### config.mk
export PLATFORM = sky130hd
export DESIGN_NAME = lcd_mode_line_timer
export DESIGN_NICKNAME = d
export VERILOG_FILES = /design/src/design/lmlt_pkg.sv /design/src/design/lmlt_step.sv /design/src/design/lcd_mode_line_timer.sv
export SDC_FILE = /design/constraint.sdc
export NUM_CORES = 1
export LEC_CHECK = 0
export ABC_AREA = 1
export ABC_CLOCK_PERIOD_IN_PS = 5800
export BUFFER_PORTS_ARGS = -buffer_cell sky130_fd_sc_hd__buf_2
export CORE_AREA = 4 4 101 103
export DETAILED_ROUTE_END_ITERATION = 8
export DIE_AREA = 0 0 105 107
export GPL_TIMING_DRIVEN = 1
export PLACE_DENSITY = 0.72
export SLEW_MARGIN = 25
export SYNTH_ARGS = -nofsm -noshare
export SYNTH_HDL_FRONTEND = slang
export SYNTH_SLANG_ARGS = --single-unit
### constraint.sdc
create_clock -name aclk -period 5.8 [get_ports aclk]
set_input_delay 0.29 -clock aclk [delete_from_list [all_inputs] [get_ports aclk]]
set_output_delay 0.29 -clock aclk [all_outputs]
set_load 0.03 [all_outputs]
### src/design/lmlt_pkg.sv
// ----------------------------------------------------------------------------
// lmlt_pkg
// Shared types, timing constants and helpers for the LCD mode/line timer.
// ----------------------------------------------------------------------------
package lmlt_pkg;

    localparam int unsigned DOT_W   = 10;
    localparam int unsigned LINE_W  = 8;
    localparam int unsigned CYC_W   = 8;
    localparam int unsigned TDATA_W = 16;

    localparam logic [DOT_W-1:0]  HBLANK_LEN  = 10'd204;
    localparam logic [DOT_W-1:0]  OAM_LEN     = 10'd80;
    localparam logic [DOT_W-1:0]  XFER_LEN    = 10'd172;
    localparam logic [DOT_W-1:0]  LINE_LEN    = 10'd456;
    localparam logic [LINE_W-1:0] VBLANK_LINE = 8'd144;
    localparam logic [LINE_W-1:0] FRAME_LINES = 8'd154;

    // Largest quotient of a 10-bit count by the shortest period (1023 / 80).
    localparam int unsigned MAX_QUOT = 12;

    // Width that holds every multiple up to MAX_QUOT times a 10-bit period.
    localparam int unsigned MULT_W = DOT_W + 4;

    // Configuration register indexes.
    localparam logic CFG_LYC        = 1'b0;
    localparam logic CFG_LYC_IRQ_EN = 1'b1;

    typedef enum logic [1:0] {
        MODE_HBLANK = 2'd0,
        MODE_VBLANK = 2'd1,
        MODE_OAM    = 2'd2,
        MODE_XFER   = 2'd3
    } lcd_mode_t;

    typedef struct packed {
        logic [DOT_W-1:0]  dot;
        lcd_mode_t         mode;
        logic [LINE_W-1:0] line;
        logic              coincidence;
    } timer_state_t;

    typedef struct packed {
        lcd_mode_t         mode;
        logic [LINE_W-1:0] line;
        logic              coincidence;
        logic              vblank_irq;
        logic              stat_irq;
        logic              draw_line;
        logic              frame_end;
    } step_result_t;

    // Remainder of a 10-bit count by a constant period. Every multiple of the
    // period is compared in parallel; the largest one that fits is taken off.
    function automatic logic [DOT_W-1:0] rem_by(input logic [DOT_W-1:0] x,
                                                input logic [DOT_W-1:0] d);
        logic [MULT_W-1:0] mult;
        logic [MULT_W-1:0] best;
        best = '0;
        for (int unsigned k = 1; k <= MAX_QUOT; k++) begin
            mult = MULT_W'(k * d);
            if (MULT_W'(x) >= mult) begin
                best = mult;
            end
        end
        return DOT_W'(MULT_W'(x) - best);
    endfunction

endpackage

### src/design/lmlt_step.sv
// ----------------------------------------------------------------------------
// lmlt_step
// One step of the mode sequencer: counter add, one mode transition, compare.
// ----------------------------------------------------------------------------
module lmlt_step (
    input  lmlt_pkg::timer_state_t           cur,
    input  logic [lmlt_pkg::CYC_W-1:0]       cycles,
    input  logic [lmlt_pkg::LINE_W-1:0]      lyc,
    input  logic                             lyc_irq_en,
    output lmlt_pkg::timer_state_t           nxt,
    output lmlt_pkg::step_result_t           res
);
    import lmlt_pkg::*;

    logic [DOT_W-1:0]  sum;
    logic [LINE_W-1:0] line_inc;
    logic [LINE_W-1:0] vb_line;
    logic              vblank;
    logic              stat;
    logic              draw;
    logic              wrap;
    logic              coinc;

    assign sum      = cur.dot + DOT_W'(cycles);
    assign line_inc = cur.line + 8'd1;

    always_comb begin
        nxt     = cur;
        nxt.dot = sum;
        vblank  = 1'b0;
        stat    = 1'b0;
        draw    = 1'b0;
        wrap    = 1'b0;
        vb_line = cur.line;
        unique case (cur.mode)
            MODE_HBLANK: begin
                if (sum >= HBLANK_LEN) begin
                    nxt.dot  = rem_by(sum, HBLANK_LEN);
                    nxt.line = line_inc;
                    draw     = 1'b1;
                    stat     = 1'b1;
                    if (line_inc == VBLANK_LINE) begin
                        nxt.mode = MODE_VBLANK;
                        vblank   = 1'b1;
                    end else begin
                        nxt.mode = MODE_OAM;
                    end
                end
            end
            MODE_OAM: begin
                if (sum >= OAM_LEN) begin
                    nxt.dot  = rem_by(sum, OAM_LEN);
                    nxt.mode = MODE_XFER;
                    stat     = 1'b1;
                end
            end
            MODE_XFER: begin
                if (sum >= XFER_LEN) begin
                    nxt.dot  = rem_by(sum, XFER_LEN);
                    nxt.mode = MODE_HBLANK;
                    stat     = 1'b1;
                end
            end
            MODE_VBLANK: begin
                if (sum >= LINE_LEN) begin
                    vb_line = line_inc;
                    nxt.dot = rem_by(sum, LINE_LEN);
                end
                nxt.line = vb_line;
                // The last vblank line rolls the frame over to line zero.
                if (vb_line == FRAME_LINES) begin
                    nxt.line = '0;
                    nxt.dot  = '0;
                    nxt.mode = MODE_OAM;
                    stat     = 1'b1;
                    wrap     = 1'b1;
                end
            end
            default: ;
        endcase

        coinc = (lyc == nxt.line);
        if (!wrap) begin
            nxt.coincidence = coinc;
            if (coinc && lyc_irq_en) begin
                stat = 1'b1;
            end
        end

        res.mode        = nxt.mode;
        res.line        = nxt.line;
        res.coincidence = nxt.coincidence;
        res.vblank_irq  = vblank;
        res.stat_irq    = stat;
        res.draw_line   = draw;
        res.frame_end   = wrap;
    end

endmodule

### src/design/lcd_mode_line_timer.sv
// ----------------------------------------------------------------------------
// lcd_mode_line_timer
// LCD mode sequencer and scan-line counter driven by elapsed-cycle beats.
// ----------------------------------------------------------------------------
// Usage:
// Each beat on the s_ channel carries the number of clock cycles that have
// passed since the previous beat. The block adds it to its dot counter and
// takes at most one mode transition (OAM search, transfer, hblank, vblank),
// then returns one beat on the m_ channel with the new mode, line number,
// the line/lyc coincidence flag and the interrupt and draw requests. The
// beat that wraps the frame back to line zero carries m_tlast.
// A beat passes through the input register, then the result register, on its
// way to the result beat. Throughput is one beat per clock while m_tready
// stays high; the sequencer state is updated in the same cycle as the result
// register is loaded, so back-to-back beats see each other's effect.
// When the receiver stalls, the result register holds and the input register
// still takes one more beat; after that s_tready drops until m_tready rises.
// A synchronous active-low reset empties both registers, clears lyc, the
// interrupt enable, the counter, the line and the coincidence flag, and
// puts the sequencer in OAM search. The user must write lyc and its enable through
// the configuration port only while no beat is in flight; the block does not enforce it.
// ----------------------------------------------------------------------------
module lcd_mode_line_timer (
    input  logic        aclk,
    input  logic        aresetn,
    // Configuration write port.
    input  logic        cfg_wr_en,
    input  logic        cfg_addr,
    input  logic [7:0]  cfg_wr_data,
    // Input beats.
    input  logic        s_tvalid,
    output logic        s_tready,
    input  logic [7:0]  s_tdata,   // [7:0] cycles
    // Result beats.
    output logic        m_tvalid,
    input  logic        m_tready,
    output logic [15:0] m_tdata,   // [1:0] mode, [9:2] line, [10] coincidence,
                                   // [11] vblank_irq, [12] stat_irq,
                                   // [13] draw_line, [15:14] zero
    output logic        m_tlast    // frame_end
);
    import lmlt_pkg::*;

    // Configuration registers.
    logic [LINE_W-1:0] lyc_reg;
    logic              lyc_irq_en_reg;

    // Input register.
    logic              in_valid_reg;
    logic [CYC_W-1:0]  in_cycles_reg;

    // Sequencer state.
    timer_state_t      state_reg;
    timer_state_t      state_next;

    // Result register.
    logic              out_valid_reg;
    step_result_t      out_reg;
    step_result_t      out_next;

    logic              advance;

    // An item in the input register moves on whenever the result register is
    // free or being emptied this cycle.
    assign advance  = in_valid_reg && (!out_valid_reg || m_tready);
    assign s_tready = !in_valid_reg || advance;

    lmlt_step u_step (
        .cur        (state_reg),
        .cycles     (in_cycles_reg),
        .lyc        (lyc_reg),
        .lyc_irq_en (lyc_irq_en_reg),
        .nxt        (state_next),
        .res        (out_next)
    );

    always_ff @(posedge aclk) begin
        if (!aresetn) begin
            lyc_reg        <= '0;
            lyc_irq_en_reg <= 1'b0;
        end else if (cfg_wr_en) begin
            unique case (cfg_addr)
                CFG_LYC:        lyc_reg        <= cfg_wr_data;
                CFG_LYC_IRQ_EN: lyc_irq_en_reg <= cfg_wr_data[0];
                default: ;
            endcase
        end
    end

    always_ff @(posedge aclk) begin
        if (!aresetn) begin
            in_valid_reg <= 1'b0;
        end else if (s_tready) begin
            in_valid_reg <= s_tvalid;
        end
        if (s_tready && s_tvalid) begin
            in_cycles_reg <= s_tdata;
        end
    end

    always_ff @(posedge aclk) begin
        if (!aresetn) begin
            state_reg.dot         <= '0;
            state_reg.mode        <= MODE_OAM;
            state_reg.line        <= '0;
            state_reg.coincidence <= 1'b0;
        end else if (advance) begin
            state_reg <= state_next;
        end
    end

    always_ff @(posedge aclk) begin
        if (!aresetn) begin
            out_valid_reg <= 1'b0;
        end else if (advance) begin
            out_valid_reg <= 1'b1;
        end else if (m_tready) begin
            out_valid_reg <= 1'b0;
        end
        if (advance) begin
            out_reg <= out_next;
        end
    end

    assign m_tvalid = out_valid_reg;
    assign m_tdata  = {2'b00, out_reg.draw_line, out_reg.stat_irq, out_reg.vblank_irq,
                       out_reg.coincidence, out_reg.line, out_reg.mode};
    assign m_tlast  = out_reg.frame_end;

endmodule
# Word-level counts from Yosys, hierarchy flattened
# Index checks and enable logic that the tools add are counted.
[totals]
reg_bits = 55
latch_bits = 0
mem_bits_rw = 0
romBits = 0
input_bits = 22
out_inout_bits = 19
wordCells = 123
memories = 0
[classes]
addsub = 6
mul = 0
div_mod_pow = 0
magnitude_cmp = 28
eq_ne = 6
shift = 0
mux = 54
bitwise_logic = 1
n_reduce_logical = 12
[op_table]
columns = ["cell", "count"]
rows = [
  ["10-bit 2-to-1 mux", 22],
  ["10-bit >= comparator, second input constant", 13],
  ["10-bit by 9-bit >= comparator with 1-bit output, second input constant", 7],
  ["10-bit by 8-bit >= comparator with 1-bit output, second input constant", 6],
  ["9-bit 2-to-1 mux", 6],
  ["8-bit 2-to-1 mux", 6],
  ["12-bit one-hot mux with 4 select lines", 1],
  ["20-bit 2-to-1 mux", 2],
  ["10-bit subtractor", 4],
  ["12-bit 2-to-1 mux", 2],
  ["10-bit by 7-bit >= comparator with 1-bit output, second input constant", 2],
  ["8-bit equality test, second input constant", 2],
  ["8-bit one-hot mux with 2 select lines", 1],
  ["1-bit 2-to-1 mux", 11],
  ["10-bit by 8-bit adder with 10-bit output", 1],
  ["8-bit by 1-bit adder with 8-bit output, second input constant", 1],
  ["8-bit equality test", 1],
  ["7-bit 2-to-1 mux", 1],
  ["2-bit AND reduction", 3],
  ["2-bit equality test, second input constant", 2],
  ["1-bit one-hot mux with 4 select lines", 1],
  ["1-bit logical AND", 3],
  ["2-bit by 1-bit equality test with 1-bit output, second input constant", 1],
  ["1-bit logical NOT", 2],
  ["other kinds (5)", 6],
]

# Logic depth before layout (Yosys ltp)
[logic_depth]
depth_word = 19
depth_mapped = 32
mapped_depth_nobuf = 32

# Hierarchy
# A second synthesis with hierarchy kept.
[unflattened]
hier_cells = 811
hier_area_um2 = 5412.7
[by_module_without_submodules]
columns = ["module", "n_inst", "cells_per_inst", "area_each_um2", "seq_area_each_um2"]
rows = [
  ["lmlt_step", 1, 596, 3325.7, 0.0],
  ["lcd_mode_line_timer", 1, 215, 2087.0, 1331.3],
]

# Worst setup path after synthesis
# Ideal clock, no wire load.
[synth_timing]
path_type = "reg2reg"
start = "reg in_cycles_reg[0]"
end = "reg state_reg[19] (netlist name)"
setup_ns = 0.117
arrival_time_ns = 3.963
t_required_ns = 5.683
setup_slack_ns = 1.720
path_stages_with_launch = 24
path_buffers = 0
synth_period_minus_slack_ns = 4.080
cell_sequence = "edfxtp_1 ha_1 inv_1 fa_1 nand3b_1 nand2_2 xnor2_2 inv_1 nor3_1 nor2_1 a31oi_1 a22oi_1 a31oi_1 inv_1 ha_1 fa_1 o21ai_0 a21oi_1 o21ai_0 xor2_1 nand2_1 nand2_1 o221ai_1 inv_1"
[synth_between]
elab_chain_len = 19
word_cells_on_any_way = 74
classes_between = "5 x add/sub; 28 x order compare; 1 x eq/ne; 40 x mux"
[synth_lines]
columns = ["element", "line", "text"]
rows = [
  ["start: declaration", "lcd_mode_line_timer.sv:50", "logic [CYC_W-1:0] in_cycles_reg;"],
  ["start signal: assignment", "lcd_mode_line_timer.sv:97", "in_cycles_reg <= s_tdata;"],
  ["10-bit by 8-bit adder with 10-bit output (*)", "lmlt_step.sv:24", "assign sum = cur.dot + DOT_W'(cycles);"],
  ["10-bit by 7-bit >= comparator with 1-bit output", "lmlt_pkg.sv:62, lmlt_step.sv:51", ""],
  ["7-bit 2-to-1 mux", "lmlt_pkg.sv:62", "if (MULT_W'(x) >= mult) begin"],
  ["8-bit 2-to-1 mux (2 in a row)", "lmlt_pkg.sv:62", ""],
  ["9-bit 2-to-1 mux (3 in a row)", "lmlt_pkg.sv:62", ""],
  ["10-bit 2-to-1 mux (6 in a row)", "lmlt_pkg.sv:62", ""],
  ["10-bit 2-to-1 mux", "lmlt_step.sv:51", "if (sum >= OAM_LEN) begin"],
  ["10-bit 2-to-1 mux", "lmlt_step.sv:35", "unique case (cur.mode)"],
  ["10-bit subtractor", "lmlt_pkg.sv:66", "return DOT_W'(MULT_W'(x) - best);"],
  ["12-bit 2-to-1 mux", "lmlt_step.sv:51", ""],
  ["12-bit one-hot mux with 4 select lines (*)", "lmlt_step.sv:35", ""],
  ["end signal: assignment", "lcd_mode_line_timer.sv:108", "state_reg <= state_next;"],
  ["end: declaration", "lcd_mode_line_timer.sv:53", "timer_state_t state_reg;"],
]
# Mark *: on every way between the ends. The rest lies on a longest branch, timed or not. The select of a mux whose other input is x is not followed.
# A chain may end at the register's enable or synchronous reset.

# Final worst setup path
[layout_timing]
start = "reg state_reg[11] (netlist name)"
end = "reg state_reg[19] (netlist name)"
[layout_between]
elab_chain_len = 19
word_cells_on_any_way = 74
classes_between = "5 x add/sub; 28 x order compare; 1 x eq/ne; 40 x mux"
[layout_lines]
columns = ["element", "line"]
rows = [
  ["10-bit by 8-bit adder with 10-bit output (*)", "lmlt_step.sv:24"],
  ["10-bit by 7-bit >= comparator with 1-bit output", "lmlt_pkg.sv:62, lmlt_step.sv:51"],
  ["7-bit 2-to-1 mux", "lmlt_pkg.sv:62"],
  ["8-bit 2-to-1 mux (2 in a row)", "lmlt_pkg.sv:62"],
  ["9-bit 2-to-1 mux (3 in a row)", "lmlt_pkg.sv:62"],
  ["10-bit 2-to-1 mux (6 in a row)", "lmlt_pkg.sv:62"],
  ["10-bit 2-to-1 mux", "lmlt_step.sv:51"],
  ["10-bit 2-to-1 mux", "lmlt_step.sv:35"],
  ["10-bit subtractor", "lmlt_pkg.sv:66"],
  ["12-bit 2-to-1 mux", "lmlt_step.sv:51"],
  ["12-bit one-hot mux with 4 select lines (*)", "lmlt_step.sv:35"],
]
# Marks and branches as above.

==> flow_summary.toml <==
[synth]
synth_edf_count = 23
synth_top_flop_cell = "dfxtp_1"
syn_inst = 729
async_flop_share = 0
syn_avg_cell_area_um2 = 6.82
synth.distinct_cells = 48
ys_warn_count = 0
ys_seq_area_frac = 0.268
synthesis.area_um2 = 4970
synth-seq-cells = 55

[grt]
grt_first_pass_wirelength_um = 22400
grt_usage = 0.244
grt_antenna_before_repair = 0
grt_remaining_overflow = 0
grt_pass1_vias = 4580
grt_max_degree = 30

[sta]
fmax_mhz = 200
whs_ps = 144
relSlewSlack = 0.428
finalSetupViolCount = 0
drv_slew = 0
finalHoldViolCount = 0
skew_ps = 20.8
finalCritPeriodShare = 0.863
fin_tns_setup_ps = 0
worst_pin_slew_ps = 855
min_period_ps = 5010
rsz0062_at_grt = "false"

[clock_tree]
root_buffer = "clkbuf_8"
clockBufferDepth = 2
clk_pin_slew_ps = 100
cts_resized = 0
cts_tree = "yes"
cts_buffers = 5
htree_levels = 2
clkLatencyLatePin_ps = 320
cts_setup_buffers = 0
cts.sinks = 55
ctsHoldBuffers = 0

[floorplan]
dieArea_um2 = 11200
ioPinCount = 41
placement_rows = 35
die_x_um = 105
die_h_um = 107
core_um2 = 9200
start_util = 0.540

[finish]
diodes = 0
fin_nets = 816
finalInstanceArea_um2 = 5300
drive_gt1_frac = 0.130
syn2layout_area_growth_pct = 6.65
largest_reg_flops = 21

[drt]
routedWlPerCell_um = 15.6
drc_errors = 0
drt_pass1_iterations = 5
vias = 4969
drt_iter0_drc = 462
wirelength_um = 13600
postRouteAntennaNets = 0
via_per_inst = 5.71

[critical_path]
required_ps = 6060
crit_top_cell = "nand2_1"
worst_setup_path_end_kind = "register"
crit_chain = "ha_1 > inv_1 > fa_1 > nand3b_1 > nand2_2 > nand2_1 > nand3_1 > nand2_1 > nor2_1 > nor2_1 > a31oi_1 > a22oi_1 > a31oi_1 > inv_1 > ha_1 > fa_1 > o21ai_0 > a21oi_1 > o21ai_0 > xor2_1 > nand2_1 > nand2_1 > o221ai_1 > inv_1"
path_max_fanout = 7
start_kind = "register"
worstSetupPathType = "reg2reg"
critPathMaxStageDelay_ps = 420
worst_path_max_delay_cell = "a31oi_1"
worst_ep_arrival_time_ps = 5260
crit_family = "compound AO/OA/AOI/OAI gates"
crit_buf_inv = 3

[run]
drv_cap = 0

[status]
run_status = "completed"

[place]
io_buffer_count = 38
gp_congestion = 0.944
dpl_cell_area_um2 = 5200
hpwl_um = 10700

[power]
p_leak_nw = 2.62
p_per_area_nw_per_um2 = 397
peakVddDrop_v = 0.000151

[min_path]
holdCritPathClass = "in2reg"
[cell usage after synthesis, types with 8 or more instances]
| master | instances | area, um^2 |
|---|---|---|
| nand2_1 | 168 | 631 |
| inv_1 | 97 | 364 |
| nor2_1 | 70 | 263 |
| a21oi_1 | 58 | 290 |
| o21ai_0 | 50 | 250 |
| nand3_1 | 49 | 245 |
| dfxtp_1 | 32 | 641 |
| ha_1 | 31 | 388 |
| edfxtp_1 | 23 | 691 |
| xor2_1 | 15 | 131 |
| clkbuf_1 | 10 | 37.5 |
| inv_2 | 10 | 37.5 |
| nand2_2 | 10 | 62.6 |
| nand2_4 | 8 | 90.1 |
| nand3b_1 | 8 | 60.1 |
| o211ai_1 | 8 | 60.1 |
[final timing paths]
path,start,to,slack [ps],cells after the start
worst min register to register,lyc_irq_en_reg,lyc_irq_en_reg,470,2
worst max-delay path,state_reg[11],state_reg[19],790,24
worst max register to register,state_reg[11],state_reg[19],790,24
worst min-delay path,s_tdata[3],in_cycles_reg[3],140,1
[report_power, final]
| part | leakage (nW) | internal (mW) | switching, mW |
|---|---|---|---|
| clock | 0.0511 | 0.0916 | 0.142 |
| combinational | 2.08 | 0.491 | 0.913 |
| sequential | 0.485 | 0.440 | 0.0276 |
[per-layer routing]
| layer | up-vias | track usage | wire, um | share of wire |
|---|---|---|---|---|
| li1 | 2442 | - | - | - |
| met1 | 2265 | 0.359 | 6280 | 0.46 |
| met2 | 241 | 0.384 | 5920 | 0.44 |
| met3 | 21 | 0.0289 | 1190 | 0.088 |
| met4 | 0 | 0.0553 | 208 | 0.015 |
| met5 | - | 0 | 0 | 0 |
[cells by family (layout without fill, tap and decap cells)]
family | after synthesis | in the layout | share of synthesized area
compound gates | 143 | 143 | 0.161
xor+xnor | 23 | 23 | 0.0421
fa+ha+maj | 36 | 36 | 0.0982
buf+inv | 127 | 156 | 0.105
flops | 55 | 55 | 0.268
other cells | 1 | 2 | 0.000755
simple gates | 344 | 344 | 0.325
[cell usage in the layout, fill, tap and decap left out, types with 8 or more instances in the layout]
master      n
inv_2      10
nand2_1   168
edfxtp_1   23
inv_1      97
buf_2      38
nand2_4     8
xor2_1     15
nand3_1    49
nand2_2    10
ha_1       31
o21ai_0    50
nand3b_1    8
dfxtp_1    32
nor2_1     70
a21oi_1    58
o211ai_1    8
[stage by stage]
stage                     std cells  power [mW]  setup slack [ps]   util
after global routing            870        2.28               385  0.576
final                           870        2.11               793  0.576
after detailed placement        862        1.84               870  0.566
after CTS                       870        2.08               832  0.576
after global placement          862        1.83               860  0.566
after floorplan                 730        1.54              1720      -
[final cells by class]
cell class              count  area [um^2]
well taps                 111          139
clock buffers               5         68.8
clock inverters             3         28.8
repair buffers             40          205
multi-input cells         548         3120
flip-flops and latches     55         1330
inverters                 108          405
fillers                   904         3900
No activity file was read; power rests on OpenSTA's default activity.
